==> config.mk <==
export PLATFORM = sky130hd
export DESIGN_NAME = rpn_ctrl
export DESIGN_NICKNAME = d
export VERILOG_FILES = /design/src/rtl/core/rpn_pkg.sv /design/src/rtl/core/rpn_ctrl.sv
export SDC_FILE = /design/constraint.sdc
export NUM_CORES = 1
export LEC_CHECK = 0
export BUFFER_PORTS_ARGS = -buffer_cell sky130_fd_sc_hd__buf_2
export CORE_MARGIN = 4
export CORE_UTILIZATION = 40
export DETAILED_ROUTE_END_ITERATION = 10
export GPL_TIMING_DRIVEN = 0
export PLACE_DENSITY = 0.67
export SYNTH_ARGS = -nofsm -noshare
export SYNTH_HDL_FRONTEND = slang
export SYNTH_SLANG_ARGS = --single-unit
==> constraint.sdc <==
create_clock -name clock -period 2.3 [get_ports clock]
set_input_delay 0.46 -clock clock [delete_from_list [all_inputs] [get_ports clock]]
set_output_delay 0.46 -clock clock [all_outputs]
set_load 0.01 [all_outputs]
==> src/rtl/core/rpn_pkg.sv <==
// shared types, codes and constants of the rpn stack calculator
package rpn_pkg;

   localparam int STACK_DEPTH_DEF = 128;

   localparam logic [3:0] OP_PUSH  = 4'd0;
   localparam logic [3:0] OP_ADD   = 4'd1;
   localparam logic [3:0] OP_MUL   = 4'd2;
   localparam logic [3:0] OP_SUB   = 4'd3;
   localparam logic [3:0] OP_DIV   = 4'd4;
   localparam logic [3:0] OP_REM   = 4'd5;
   localparam logic [3:0] OP_PEEK  = 4'd6;
   localparam logic [3:0] OP_SWAP  = 4'd7;
   localparam logic [3:0] OP_DUP   = 4'd8;
   localparam logic [3:0] OP_CLEAR = 4'd9;
   localparam logic [3:0] OP_PRINT = 4'd10;

   localparam logic [1:0] STS_OK    = 2'd0;
   localparam logic [1:0] STS_FULL  = 2'd1;
   localparam logic [1:0] STS_EMPTY = 2'd2;
   localparam logic [1:0] STS_ZDIV  = 2'd3;

   localparam logic [31:0] Q_MAX = 32'h7fff_ffff;
   localparam logic [31:0] Q_MIN = 32'h8000_0000;

   localparam int DIV_STEPS = 48;

   typedef struct packed {
      logic [3:0]         opcode;
      logic signed [31:0] operand_value;
   } req_type;

   typedef struct packed {
      logic signed [31:0] shown_value;
      logic               shown_valid;
      logic [1:0]         status;
   } rsp_type;

   typedef enum logic [3:0] {
      ST_IDLE, ST_POP_B, ST_LAT_B, ST_POP_A, ST_LAT_A, ST_ALU, ST_MUL,
      ST_DIV, ST_DIV_FIN, ST_PUSH1, ST_PUSH2, ST_CLEAR, ST_DONE
   } state_type;

   typedef enum logic [2:0] {
      ALU_ADD, ALU_SUB, ALU_MUL, ALU_DIV, ALU_REM
   } alu_op_type;

   typedef enum logic [1:0] {
      PS_OPERAND, PS_RESULT, PS_B, PS_A
   } push_sel_type;

   typedef struct packed {
      logic         load;
      logic         pop;
      logic         lat_b;
      logic         lat_a;
      logic         alu;
      alu_op_type   alu_op;
      logic         mul_fin;
      logic         div_step;
      logic         div_fin;
      logic         push;
      push_sel_type push_sel;
      logic         clear;
      logic         err_zdiv;
      logic         out_load;
      logic         show;
   } cmd_type;

   typedef struct packed {
      logic b_zero;
      logic div_last;
      logic out_free;
   } sts_type;

endpackage

==> src/rtl/core/rpn_ctrl.sv <==
// command sequencer of the rpn stack calculator
module rpn_ctrl (
   input  logic             clock,
   input  logic             reset,
   input  logic             req_valid,
   output logic             req_ready,
   input  logic [3:0]       req_opcode,
   input  rpn_pkg::sts_type sts,
   output rpn_pkg::cmd_type cmd
);
   import rpn_pkg::*;

   state_type  state_ff, state_in;
   logic [3:0] op_ff, op_in;
   logic [3:0] op_cur;

   assign op_cur = (state_ff == ST_IDLE) ? req_opcode : op_ff;

   always_ff @(posedge clock) begin
      if (reset) begin
         state_ff <= ST_IDLE;
         op_ff    <= OP_PUSH;
      end else begin
         state_ff <= state_in;
         op_ff    <= op_in;
      end
   end

   always_comb begin
      state_in = state_ff;
      op_in    = op_ff;
      unique case (state_ff)
         ST_IDLE: begin
            if (req_valid) begin
               op_in = req_opcode;
               case (req_opcode) inside
                  OP_PUSH:  state_in = ST_PUSH1;
                  OP_CLEAR: state_in = ST_CLEAR;
                  OP_ADD, OP_MUL, OP_SUB, OP_DIV, OP_REM,
                  OP_PEEK, OP_SWAP, OP_DUP, OP_PRINT: state_in = ST_POP_B;
                  default:  state_in = ST_DONE;
               endcase
            end
         end
         ST_POP_B: state_in = ST_LAT_B;
         ST_LAT_B: begin
            case (op_ff) inside
               OP_PEEK, OP_DUP: state_in = ST_PUSH1;
               OP_PRINT:        state_in = ST_DONE;
               OP_DIV, OP_REM:  state_in = sts.b_zero ? ST_DONE : ST_POP_A;
               default:         state_in = ST_POP_A;
            endcase
         end
         ST_POP_A: state_in = ST_LAT_A;
         ST_LAT_A: state_in = (op_ff == OP_SWAP) ? ST_PUSH1 : ST_ALU;
         ST_ALU: begin
            case (op_ff) inside
               OP_MUL:         state_in = ST_MUL;
               OP_DIV, OP_REM: state_in = ST_DIV;
               default:        state_in = ST_PUSH1;
            endcase
         end
         ST_MUL:     state_in = ST_PUSH1;
         ST_DIV:     state_in = sts.div_last ? ST_DIV_FIN : ST_DIV;
         ST_DIV_FIN: state_in = ST_PUSH1;
         ST_PUSH1: begin
            if (op_ff == OP_SWAP || op_ff == OP_DUP) state_in = ST_PUSH2;
            else state_in = ST_DONE;
         end
         ST_PUSH2: state_in = ST_DONE;
         ST_CLEAR: state_in = ST_DONE;
         ST_DONE:  state_in = sts.out_free ? ST_IDLE : ST_DONE;
         default:  state_in = ST_IDLE;
      endcase
   end

   always_comb begin
      cmd       = '0;
      req_ready = 1'b0;
      unique case (op_cur)
         OP_SUB:  cmd.alu_op = ALU_SUB;
         OP_MUL:  cmd.alu_op = ALU_MUL;
         OP_DIV:  cmd.alu_op = ALU_DIV;
         OP_REM:  cmd.alu_op = ALU_REM;
         default: cmd.alu_op = ALU_ADD;
      endcase
      cmd.show = (op_cur == OP_PEEK) || (op_cur == OP_PRINT);
      unique case (state_ff)
         ST_IDLE: begin
            req_ready = 1'b1;
            cmd.load  = req_valid;
         end
         ST_POP_B, ST_POP_A: cmd.pop = 1'b1;
         ST_LAT_B: begin
            cmd.lat_b    = 1'b1;
            cmd.err_zdiv = (op_ff == OP_DIV || op_ff == OP_REM) && sts.b_zero;
         end
         ST_LAT_A:   cmd.lat_a    = 1'b1;
         ST_ALU:     cmd.alu      = 1'b1;
         ST_MUL:     cmd.mul_fin  = 1'b1;
         ST_DIV:     cmd.div_step = 1'b1;
         ST_DIV_FIN: cmd.div_fin  = 1'b1;
         ST_PUSH1: begin
            cmd.push = 1'b1;
            case (op_ff) inside
               OP_PUSH:                  cmd.push_sel = PS_OPERAND;
               OP_PEEK, OP_DUP, OP_SWAP: cmd.push_sel = PS_B;
               default:                  cmd.push_sel = PS_RESULT;
            endcase
         end
         ST_PUSH2: begin
            cmd.push     = 1'b1;
            cmd.push_sel = (op_ff == OP_SWAP) ? PS_A : PS_B;
         end
         ST_CLEAR: cmd.clear    = 1'b1;
         ST_DONE:  cmd.out_load = sts.out_free;
         default:  cmd.load     = 1'b0;
      endcase
   end

endmodule

==> impl_metrics.py, run 1 <==
metrics = {
    "run_status": {
        "status": "finished with violations",
        "violations": "setup timing",
    },
    "die": {
        "dieHeight_um": 54.8,
        "num_rows": 16,
        "die_w_um": 54.8,
        "core_area_sq_um": 2020,
        "initial_utilization": 0.433,
        "die-area_sq_um": 3000,
        "io_pins": 29,
    },
    "sta": {
        "period_needed_ns": 2.36,
        "rsz0062_at_grt": "true",
        "setup_viol": 2,
        "finalHoldViolations": 0,
        "timing.final.ws_setup_ns": -0.0624,
        "final.period_utilization": 1.03,
        "max_slew_margin": 0.696,
        "worstMarginPinSlew_ns": 0.449,
        "max_freq_mhz": 423,
        "drv_slew": 0,
        "skew_ns": 0.0156,
    },
    "critical_path": {
        "rr_startpoint": "op_ff[3]",
        "worst_setup_path_start_kind": "flip-flop",
        "critPathCaptureType": "output pin",
        "ff2ff_path_depth": 5,
        "startpoint": "state_ff[2]",
        "crit_arrival_ns": 1.90,
        "cp.required_ns": 1.84,
        "crit_type": "flip-flop to output pin",
        "critPathMaxFanout": 4,
    },
    "clock_tree": {
        "cts_max_path_buffers": 2,
        "insertion_delay_ns": 0.26,
        "cts_num_sinks": 8,
        "tritoncts": "built",
        "path_clk_slew_ns": 0.06,
        "htree_levels": 1,
        "cts_buffers": 3,
        "root_buffer": "clkbuf_4",
    },
    "synth": {
        "yosys_warnings": 0,
        "synthTopCellsByCount": "a21oi_1 (11), nand2_1 (10), nor2_1 (10)",
        "yosys-top-cells-area": "dfxtp_1 (18%), a21oi_1 (6.3%), mux2i_1 (4.6%)",
        "ys_types": 45,
        "ys_seq_area_frac": 0.183,
        "ys_seq_elements": 8,
        "syn_area_sq_um": 876,
        "yosys.area.top_type": "dfxtp_1",
        "synthMostInstantiatedCell": "a21oi_1",
        "avgSynthCellArea_sq_um": 7.01,
        "synth_fp_nets": 135,
        "async_flop_share": 0,
        "synth_edf_count": 0,
        "ys.flop_type": "dfxtp_1",
        "syn_inst": 125,
        "yosysTopAreaCellShare": 0.183,
    },
    "place": {
        "portBuffers": 28,
        "post_dp_cell_area_sq_um": 1050,
        "gp_congestion": 0.834,
        "dpl.hpwl_um": 1970,
    },
    "grt": {
        "globalRouteOverflowTotal": 0,
        "grt_max_degree": 11,
        "antenna_found_initial": 0,
        "grt_pass1_vias": 959,
        "grtUsageTotal": 0.199,
        "grt_pass1_wl_um": 4340,
    },
    "route": {
        "routed_via_density": 5.98,
        "postRouteAntennaNets": 0,
        "drtIter0Drc": 43,
        "wl_per_cell_um": 14.5,
        "drcViolationCount": 0,
        "vias": 1095,
        "firstDrtPassIters": 4,
        "routed_wl_um": 2650,
    },
    "layout": {
        "post-route-util": 0.566,
        "finalNetCount": 168,
        "syn_to_final_growth_pct": 30.7,
        "num_antenna_cells": 0,
        "fin_area_sq_um": 1140,
        "layout-drive-gt1-share": 0.314,
    },
    "power_and_ir_drop": {
        "p_clk_frac": 0.074,
        "ir_drop_mv": 0.744,
        "switching_share": 0.491,
        "intPower_w": 0.000766,
        "switchingPower_w": 0.000738,
        "pwr-share-comb": 0.753,
        "power.density_nw_per_um2": 1310,
        "seqPwrFrac": 0.173,
        "cellLeakagePower_nw": 0.456,
    },
    "worst_hold_path": {
        "hold_class": "input port to flip-flop",
        "hold_start": "reset",
        "hold_depth": 2,
    },
    "flow_run": {
        "cap_violations": 0,
    },
}
-- through the flow --
step                      instances  power (W)  setup slack, ns  hold WS [ns]  TNS [ns]
final                           183    0.00150          -0.0624         0.409   -0.0712
after floorplan                 125   0.000936           0.0497         0.495         0
after global routing            183    0.00163           -0.217         0.418    -0.528
after CTS                       185    0.00143          -0.0511         0.403   -0.0631
after global placement          180    0.00117          -0.0659         0.546   -0.0659
after detailed placement        180    0.00119           -0.122         0.554    -0.122
-- routing by layer --
| metal | up-vias | global-route usage | share of wire |
|---|---|---|---|
| met3 | 6 | 0.0300 | 0.088 |
| met4 | 0 | 0.0871 | 0.012 |
| li1 | 528 | - | - |
| met1 | 506 | 0.282 | 0.45 |
| met2 | 55 | 0.293 | 0.45 |
| met5 | - | 0 | 0 |
-- cells by family after synthesis --
kind of cell / share of synthesized area
compound gates: 0.290
xor+xnor: 0.0200
buf+inv: 0.0786
flops: 0.183
mux: 0.0457
simple gates: 0.383
-- registers in the layout, indices dropped and copies added (netlist names) --
| name | cells |
|---|---|
| op_ff | 4 |
| state_ff | 4 |
-- path summary, 6_finish.rpt --
path | endpoint | slack, ns
setup / recovery | cmd[10] | -0.06
setup reg to reg | state_ff[2] | 0.58
hold / removal | op_ff[0] | 0.41
hold reg to reg | op_ff[0] | 0.58
-- repair_timing --
| action | 4_1_cts | 5_1_grt |
|---|---|---|
| pin swaps | 2 | 2 |
| endpoints found under the setup margin | 4 | 6 |
| hold buffers | 0 | 0 |
| setup buffers | 3 | 0 |
| resized for setup | 9 | 8 |
-- power groups by stage --
stage	clock (W)	sequential (W)	combinational, W
3_3_place_gp	0	0.000214	0.000956
4_1_cts	0.000115	0.000232	0.00108
3_5_place_dp	0	0.000216	0.000976
5_1_grt	0.000121	0.000268	0.00124
2_1_floorplan	0	0.000209	0.000727
6_report	0.000111	0.000260	0.00113
-- worst max-delay path, stage by stage (launching register included) --
cell     delay (ns)
dfxtp_4        0.35
nor4_4         0.27
buf_6          0.17
mux2i_2        0.22
or3b_1         0.38
a21oi_2        0.12
buf_2          0.14
-- placed cells by master (no fill, tap or decap), types with 4 or more instances in the layout --
cell type	n
nand2_1	10
nand3_1	5
buf_2	30
dfxtp_1	5
a31oi_1	5
nand2b_1	5
o21ai_0	7
inv_1	6
nor2_1	10
a21oi_1	10
nor3_1	4
-- layout make-up --
| class | instances | area, sq um |
|---|---|---|
| Fill cell | 206 | 877 |
| Multi-Input combinational cell | 102 | 693 |
| Sequential cell | 8 | 166 |
| Timing Repair Buffer | 31 | 166 |
| Buffer | 6 | 40.0 |
| Tap cell | 27 | 33.8 |
| Clock buffer | 3 | 22.5 |
| Inverter | 6 | 22.5 |
(Power assumes the default switching activity.)
==> inputs of run 2 (changes only) <==
MAX_ROUTING_LAYER = met4   (was unset)
==> impl_metrics.py, run 2 (synthesized netlist as in run 1, its figures left out) <==
metrics = {
    "run_status": {
        "status": "finished with violations",
        "violations": "setup timing",
    },
    "layout": {
        "fillers": 206,
        "multiInputGateArea_sq_um": 693,
        "layout-drive-gt1-share": 0.314,
        "num_antenna_cells": 0,
        "final_common_cell": "buf_2",
        "post-route-util": 0.566,
        "layout_common_cells": "buf_2 (30), nand2_1 (10), nor2_1 (10), a21oi_1 (10), o21ai_0 (7)",
        "register_area_sq_um": 166,
        "finalNetCount": 168,
        "syn_to_final_growth_pct": 30.7,
        "final-instance-count-excl-fill": 183,
        "reg_top3": "op_ff x4, state_ff x4",
    },
    "clock_tree": {
        "root_buffer": "clkbuf_4",
        "cts_max_path_buffers": 2,
        "htree_levels": 1,
        "insertion_delay_ns": 0.26,
        "tritoncts": "built",
        "cts_num_sinks": 8,
        "cts_buffers": 3,
        "path_clk_slew_ns": 0.06,
    },
    "sta": {
        "finalHoldViolations": 0,
        "drv_slew": 0,
        "worstMarginPinSlew_ns": 0.449,
        "timing.final.ws_setup_ns": -0.0625,
        "max_slew_margin": 0.696,
        "final.period_utilization": 1.03,
        "rsz0062_at_grt": "true",
        "skew_ns": 0.0156,
        "period_needed_ns": 2.36,
        "max_freq_mhz": 423,
        "setup_viol": 2,
    },
    "route": {
        "routed_via_density": 5.98,
        "vias": 1095,
        "wl_per_cell_um": 14.5,
        "postRouteAntennaNets": 0,
        "drtIter0Drc": 43,
        "firstDrtPassIters": 4,
        "routed_wl_um": 2650,
        "drcViolationCount": 0,
    },
    "power_and_ir_drop": {
        "p_clk_frac": 0.074,
        "power.density_nw_per_um2": 1310,
        "pwr-share-comb": 0.753,
        "switchingPower_w": 0.000738,
        "ir_drop_mv": 0.744,
        "switching_share": 0.491,
        "finalPower_w": 0.00150,
        "seqPwrFrac": 0.173,
        "cellLeakagePower_nw": 0.456,
        "intPower_w": 0.000766,
    },
    "critical_path": {
        "worst_setup_path_start_kind": "flip-flop",
        "cp_slowest_cell": "or3b_1",
        "critPathCaptureType": "output pin",
        "crit_type": "flip-flop to output pin",
        "cp.required_ns": 1.84,
        "critPathMaxFanout": 4,
        "cp_cell_sequence": "nor4_4, buf_6, mux2i_2, or3b_1, a21oi_2, buf_2",
        "crit_arrival_ns": 1.90,
        "critPathMaxStageDelay_ns": 0.38,
        "ff2ff_path_depth": 5,
    },
    "die": {
        "dieHeight_um": 54.8,
        "io_pins": 29,
        "die_w_um": 54.8,
        "num_rows": 16,
        "core_area_sq_um": 2020,
        "initial_utilization": 0.433,
        "die-area_sq_um": 3000,
    },
    "worst_hold_path": {
        "hold_depth": 2,
        "hold_class": "input port to flip-flop",
    },
    "grt": {
        "antenna_found_initial": 0,
        "grtUsageTotal": 0.205,
        "grt_pass1_wl_um": 4330,
        "grt_pass1_vias": 960,
        "grt_max_degree": 11,
        "globalRouteOverflowTotal": 0,
    },
    "flow_run": {
        "cap_violations": 0,
    },
    "place": {
        "portBuffers": 28,
        "dpl.hpwl_um": 1970,
        "dp_cells": 180,
        "gp_congestion": 0.847,
    },
}
-- run 2: cell counts in the layout (fill, tap and decap cells not counted) --
Identical to the previous run, type by type.
-- run 2: layout make-up --
cell class / instances / share of cell area
multi-input combinational: 102 / 0.605
sequential: 8 / 0.145
timing repair buffer: 31 / 0.145
buffer: 6 / 0.0350
tap: 27 / 0.0295
clock buffer: 3 / 0.0197
inverter: 6 / 0.0197
-- run 2: stage by stage --
step | setup TNS, ns | worst slack [ns] | hold WS, ns | area [sq um]
CTS | -0.0631 | -0.0511 | 0.403 | 1120
finish | -0.0713 | -0.0625 | 0.409 | 1140
global placement | -0.0659 | -0.0659 | 0.546 | 1050
floorplan | 0 | 0.0497 | 0.495 | 876
detailed placement | -0.122 | -0.122 | 0.554 | 1050
global route | -0.528 | -0.217 | 0.418 | 1140
-- run 2: worst paths after layout --
kind          startpoint     endpoint  slack [ns]
max reg2reg     op_ff[3]  state_ff[2]        0.58
min                reset     op_ff[0]        0.41
min reg2reg     op_ff[0]     op_ff[0]        0.58
max          state_ff[2]      cmd[10]       -0.06
-- run 2: metal layers --
metal  track usage  wire (um)
met1         0.285       1210
met2         0.293       1190
met3        0.0245        219
met4        0.0871         31
met5             -          0
-- run 2: power by group through the flow --
| stage | sequential (W) | clock, W | combinational (W) |
|---|---|---|---|
| floorplan | 0.000209 | 0 | 0.000727 |
| finish | 0.000260 | 0.000111 | 0.00113 |
| global placement | 0.000214 | 0 | 0.000956 |
| global route | 0.000268 | 0.000121 | 0.00124 |
| detailed placement | 0.000216 | 0 | 0.000976 |
| CTS | 0.000232 | 0.000115 | 0.00108 |
-- run 2: worst max-delay path: cells and delay by family, from the launching register on --
family,cells,cell delay [ns]
AND/OR/NAND/NOR,2,0.65
multiplexers,1,0.22
AO/OA/AOI/OAI,1,0.12
buffers and inverters,2,0.31
flip-flops,1,0.35
-- run 2: what timing repair did --
item                                    4_1_cts  5_1_grt
endpoints found under the setup margin        4        6
setup buffers                                 3        0
resized for setup                             9        8
pin swaps                                     2        2
hold buffers                                  0        0
